<file path="src/hw/rtl/euc_bph_pkg.sv">
`timescale 1ns / 1ps
// ----------------------------------------------------------------------------
// euc_bph_pkg
// Shared types and constants for the EUC byte-pair histogram block.
// ----------------------------------------------------------------------------
package euc_bph_pkg;

  localparam int NUM_BINS    = 94;
  localparam int BIN_AW      = 7;
  localparam int CNT_OUT_W   = 32;
  localparam int IN_TDATA_W  = 16;
  localparam int OUT_TDATA_W = 104;
  localparam int OUTQ_DEPTH  = 3;

  localparam logic [7:0] FIRST_CODE = 8'hA1;
  localparam logic [7:0] BAD_CODE   = 8'hFF;

  typedef enum logic {
    OP_FEED = 1'b0,
    OP_READ = 1'b1
  } op_t;

  typedef enum logic [1:0] {
    PH_LEAD  = 2'd0,
    PH_STOP  = 2'd1,
    PH_TRAIL = 2'd2
  } phase_t;

  // request to the bin store, issued with the item
  typedef struct packed {
    logic              vld;
    logic              rd;     // return both bins at addr
    logic              inc;    // increment one bin at addr
    logic              trail;  // increment targets the trail histogram
    logic [BIN_AW-1:0] addr;
  } bin_req_t;

  // one result item, last field in the low bits
  typedef struct packed {
    logic [CNT_OUT_W-1:0] trail_count;
    logic [CNT_OUT_W-1:0] lead_count;
    logic [CNT_OUT_W-1:0] total_count;
    logic                 sampling_ok;
  } res_t;

  localparam int RES_W = $bits(res_t);

endpackage

</file>
<file path="src/hw/rtl/euc_bph_outq.sv">
`timescale 1ns / 1ps
// ----------------------------------------------------------------------------
// euc_bph_outq
// Three-entry result queue that drives the output stream.
// ----------------------------------------------------------------------------
module euc_bph_outq import euc_bph_pkg::*; (
  input  logic                   clk,
  input  logic                   rst_n,
  input  logic                   push,
  input  res_t                   push_data,
  output logic [1:0]             count,
  output logic                   out_tvalid,
  input  logic                   out_tready,
  output logic [OUT_TDATA_W-1:0] out_tdata
);

  res_t       mem_r [OUTQ_DEPTH];
  logic [1:0] wr_ptr_r, wr_ptr_nxt;
  logic [1:0] rd_ptr_r, rd_ptr_nxt;
  logic [1:0] cnt_r, cnt_nxt;
  logic       pop;

  assign pop = out_tvalid && out_tready;

  always_comb begin
    wr_ptr_nxt = wr_ptr_r;
    rd_ptr_nxt = rd_ptr_r;
    cnt_nxt    = cnt_r;
    if (push) begin
      wr_ptr_nxt = (wr_ptr_r == 2'(OUTQ_DEPTH - 1)) ? 2'd0 : wr_ptr_r + 2'd1;
    end
    if (pop) begin
      rd_ptr_nxt = (rd_ptr_r == 2'(OUTQ_DEPTH - 1)) ? 2'd0 : rd_ptr_r + 2'd1;
    end
    if (push && !pop) begin
      cnt_nxt = cnt_r + 2'd1;
    end else if (pop && !push) begin
      cnt_nxt = cnt_r - 2'd1;
    end
  end

  always_ff @(posedge clk) begin
    if (!rst_n) begin
      wr_ptr_r <= '0;
      rd_ptr_r <= '0;
      cnt_r    <= '0;
    end else begin
      wr_ptr_r <= wr_ptr_nxt;
      rd_ptr_r <= rd_ptr_nxt;
      cnt_r    <= cnt_nxt;
    end
  end

  always_ff @(posedge clk) begin
    if (push) begin
      mem_r[wr_ptr_r] <= push_data;
    end
  end

  assign count      = cnt_r;
  assign out_tvalid = (cnt_r != 2'd0);
  assign out_tdata  = OUT_TDATA_W'(mem_r[rd_ptr_r]);

endmodule

</file>
<file path="config.mk">
export PLATFORM = sky130hd
export DESIGN_NAME = euc_bph_outq
export DESIGN_NICKNAME = d
export VERILOG_FILES = /design/src/hw/rtl/euc_bph_pkg.sv /design/src/hw/rtl/euc_bph_outq.sv
export SDC_FILE = /design/constraint.sdc
export NUM_CORES = 1
export LEC_CHECK = 0
export ABC_CLOCK_PERIOD_IN_PS = 24200
export BUFFER_PORTS_ARGS = -buffer_cell sky130_fd_sc_hd__buf_2
export CAP_MARGIN = 20
export CORE_UTILIZATION = 40
export CTS_CLUSTER_DIAMETER = 150
export CTS_CLUSTER_SIZE = 28
export DETAILED_ROUTE_END_ITERATION = 8
export SYNTH_ARGS = -nofsm -noshare
export SYNTH_HDL_FRONTEND = slang
export SYNTH_SLANG_ARGS = --single-unit
</file>
<file path="constraint.sdc">
create_clock -name clk -period 24.2 [get_ports clk]
set_clock_uncertainty 0.2 [all_clocks]
set_input_delay 0 -clock clk [delete_from_list [all_inputs] [get_ports clk]]
set_output_delay 0 -clock clk [all_outputs]
set_load 0.02 [all_outputs]
</file>
==> reports/results.txt <==
For the final weighted congestion in routability-driven placement, the log shows 0.712. Maximum cell stage delay along the critical path: 920 ps. The pre-antenna-repair detailed-routing pass consisted of 4 iterations. The routed design has 21,300 µm of wire.

Counting instances in the post-synthesis netlist gives the leading cell types as sky130_fd_sc_hd__edfxtp_1, sky130_fd_sc_hd__nand2_1, sky130_fd_sc_hd__mux2i_1. The total power divided by cell area came out at 82.6 nW/µm². The library cell with the highest instance count after synthesis is sky130_fd_sc_hd__edfxtp_1.

The signal on the critical path passes through buf_4 -> mux2i_1 -> o21ai_0 -> buf_2. At the later pin of the worst-skew pair, clock insertion delay measures 490 ps. The tools report the headroom to the max-slew limit as 0.314. The count of nets left with antenna violations once routing finished came out at 0.

TritonCTS built the clock tree. Input and output buffers added on the ports amount to 200. After synthesis the netlist holds a flip-flop and latch count of 299. The worst hold path belongs to the class in2reg.

Count of final max-slew check failures: 0. The leakage power figure was 4.73 nW. For the max capacitance violation total, the log shows 0. The post-route cell area was 13,900 µm². The share of post-route cells with drive strength above 1 is 0.243. The run finished with clean final reports. For the final routed database, the setup TNS stands at 0 ps. At the end of the flow, the number of nets in the layout was 1,049.

In this run the register-to-register setup slack is 21,900 ps. The tools report the worst IR drop on VDD as 0.0586 mV. The clock sink count was 299. Each instance of the synthesized netlist takes up on average 17.0 µm². The HPWL after detailed placement is 12,100 µm.

For the maximum buffer depth of the clock tree, the log shows 3. The run gives 12,500 µm² as the cell area after placement. After detailed routing, the number of remaining DRC violations is 0. Entering global routing, the biggest net connects 107 pins. The run gives 10,200 µm as the wire length on met2. The starting utilization of the core area came out at 0.411. The leftover overflow at the end of global routing is 0. The largest driver fanout on the critical path is 54, and the full die area is 28,500 µm².

STA classifies the critical path endpoint as an output port. Yosys attributes the largest share of cell area to sky130_fd_sc_hd__edfxtp_1, sky130_fd_sc_hd__mux2i_1, sky130_fd_sc_hd__nand2_1. Including well taps, the total number of placed cells is 1,202.

The synthesized netlist occupies a cell area of 11,100 µm². After layout, the minimum clock period comes to 3240 ps. The total clock buffers created by CTS is 14, and the die height is 169 µm. Among all flip-flop cells after synthesis, the most frequent one is sky130_fd_sc_hd__edfxtp_1.

The x dimension of the die works out to 169 µm. The synthesized design contains 291 enable-type register cells. The tools report the overall track demand over capacity in global routing as 0.149.

The highest metal layer used by the detailed router was met4. The number of global-route vias before repair was 6,122; the global-route wire length before repair was 33,000 µm. For the data arrival time of the critical path, the log shows 3040 ps.

In this run the clock root is driven by a sky130_fd_sc_hd__clkbuf_16. The number of setup violations in the final report was 0; the wire length on met1 was 9610 µm. Compared with the post-synthesis result, the final layout area differs by 24.8%. The period utilization is 0.134. The share of synthesized registers carrying an async set or reset was 0; the number of standard cells in the final layout excluding fillers was 1,328.

The number of H-tree levels was 1; the actual slew at the worst max-slew pin was 1030 ps. Setup repair after global routing left no endpoint under its margin. In this run the count of I/O pins placed on the die edge is 208.

The critical setup path kind is reg2out. The detail-routed net length per standard cell was 16.1 µm. Dividing the detail-routed via count by the number of cells gives 4.68. After clock tree synthesis, the clock-pin slew on the worst setup and hold paths is 110 ps. The core region is 27,100 µm². For the synthesized netlist cell count, the log shows 654. For the count of standard-cell rows, the log shows 60. The sequential-to-total area share from yosys stat came out at 0.799. Summing over every cut layer, the via total after detailed routing is 6,220. The worst endpoint required time was 24,000 ps. For this run, the top clock speed supported by timing is 308 MHz. The initial antenna violation count was 1. After detailed routing, the met3 layer carries 1180 µm of wire.

The first routing iteration left 367 violations. The design draws 1.15 mW. STA classifies the critical path startpoint as a register. The final number of hold-violating endpoints was 0; the number of warnings reported in the yosys synthesis log was 0. For the end-of-flow core utilization, the log shows 0.513. The slowest cell on the critical path is sky130_fd_sc_hd__buf_4. Portion of synthesized cell area occupied by the leading cell type: 0.785.

After synthesis, the netlist uses 24 different library cells. Of all cell types, the one taking the most synthesized area is sky130_fd_sc_hd__edfxtp_1.
## report_power, final
part           total [mW]  leakage (nW)  switching, mW  internal, mW
Sequential          0.620          2.76         0.0250         0.595
Combinational       0.260          1.78          0.158         0.102
Clock               0.268         0.200          0.150         0.118
Total                1.15          4.73          0.333         0.815
## flip-flops by register name, summed over array words and instances, names as in the netlist, named ones only
register  cells
count         2
mem_r       291
wr_ptr_r      2
rd_ptr_r      2
## routing by layer
layer | vias to the layer above | GRT usage
li1 | 3022 | -
met1 | 3016 | 0.194
met2 | 165 | 0.258
met3 | 17 | 0.0327
met4 | 0 | 0.0285
met5 | - | 0
## cell type report
cell class | instances | area, µm²
clock buffers | 23 | 405
multi-input cells | 322 | 2020
diodes | 1 | 2.50
clock inverters | 1 | 11.3
fillers | 2289 | 13200
well taps | 372 | 465
flip-flops and latches | 299 | 8910
repair buffers | 310 | 2080
## path summary, 6_finish.rpt
check	from	endpoint	cells past startpoint
worst max-delay path	register	out_tdata[59]	4
worst min-delay path	push_data[61]	mem_r[0][61]	2
worst max register to register	wr_ptr_r[1]	mem_r[0][24]	3
worst min register to register	rd_ptr_r[1]	register	2
## placed cells by master (no fill, tap or decap), types with 6 or more instances in the layout
cell | Yosys | routed
sky130_fd_sc_hd__nand2_1 | 101 | 101
sky130_fd_sc_hd__dfxtp_1 | 8 | 6
sky130_fd_sc_hd__clkbuf_1 | 16 | 8
sky130_fd_sc_hd__edfxtp_1 | 291 | 291
sky130_fd_sc_hd__mux2i_1 | 97 | 97
sky130_fd_sc_hd__dlygate4sd3_1 | 0 | 101
sky130_fd_sc_hd__clkbuf_16 | 0 | 15
sky130_fd_sc_hd__conb_1 | 1 | 7
sky130_fd_sc_hd__o21ai_0 | 68 | 68
sky130_fd_sc_hd__buf_2 | 3 | 200
sky130_fd_sc_hd__buf_4 | 16 | 9
sky130_fd_sc_hd__o21ai_1 | 30 | 30
## cell families after synthesis
group | share of synthesized area
multiplexers | 0.0872
XOR/XNOR | 0.00157
adder cells (fa/ha/maj) | 0.00112
flip-flops | 0.799
AND/OR/NAND/NOR | 0.0396
AO/OA/AOI/OAI | 0.0482
other | 0.000337
buffers and inverters | 0.0229
## through the flow
stage          hold WS [ps]  setup slack (ps)
2_1_floorplan          -101             15900
3_3_place_gp         -0.568             21460
6_report               35.6             20960
5_1_grt                10.0             20720
4_1_cts                5.67             20890
3_5_place_dp           3.09             21450
## critical path: cells and delay by family, from the launching register on
kind / cells / cell delay, ps
flops: 1 / 880
buf+inv: 2 / 1130
mux: 1 / 170
compound gates: 1 / 250
## what timing repair did
action,in CTS,in global routing
resized for setup,0,0
hold endpoints to repair,299,0
hold buffers,101,0
buffers inserted,0,0
Power figures use the tool's default switching activity.
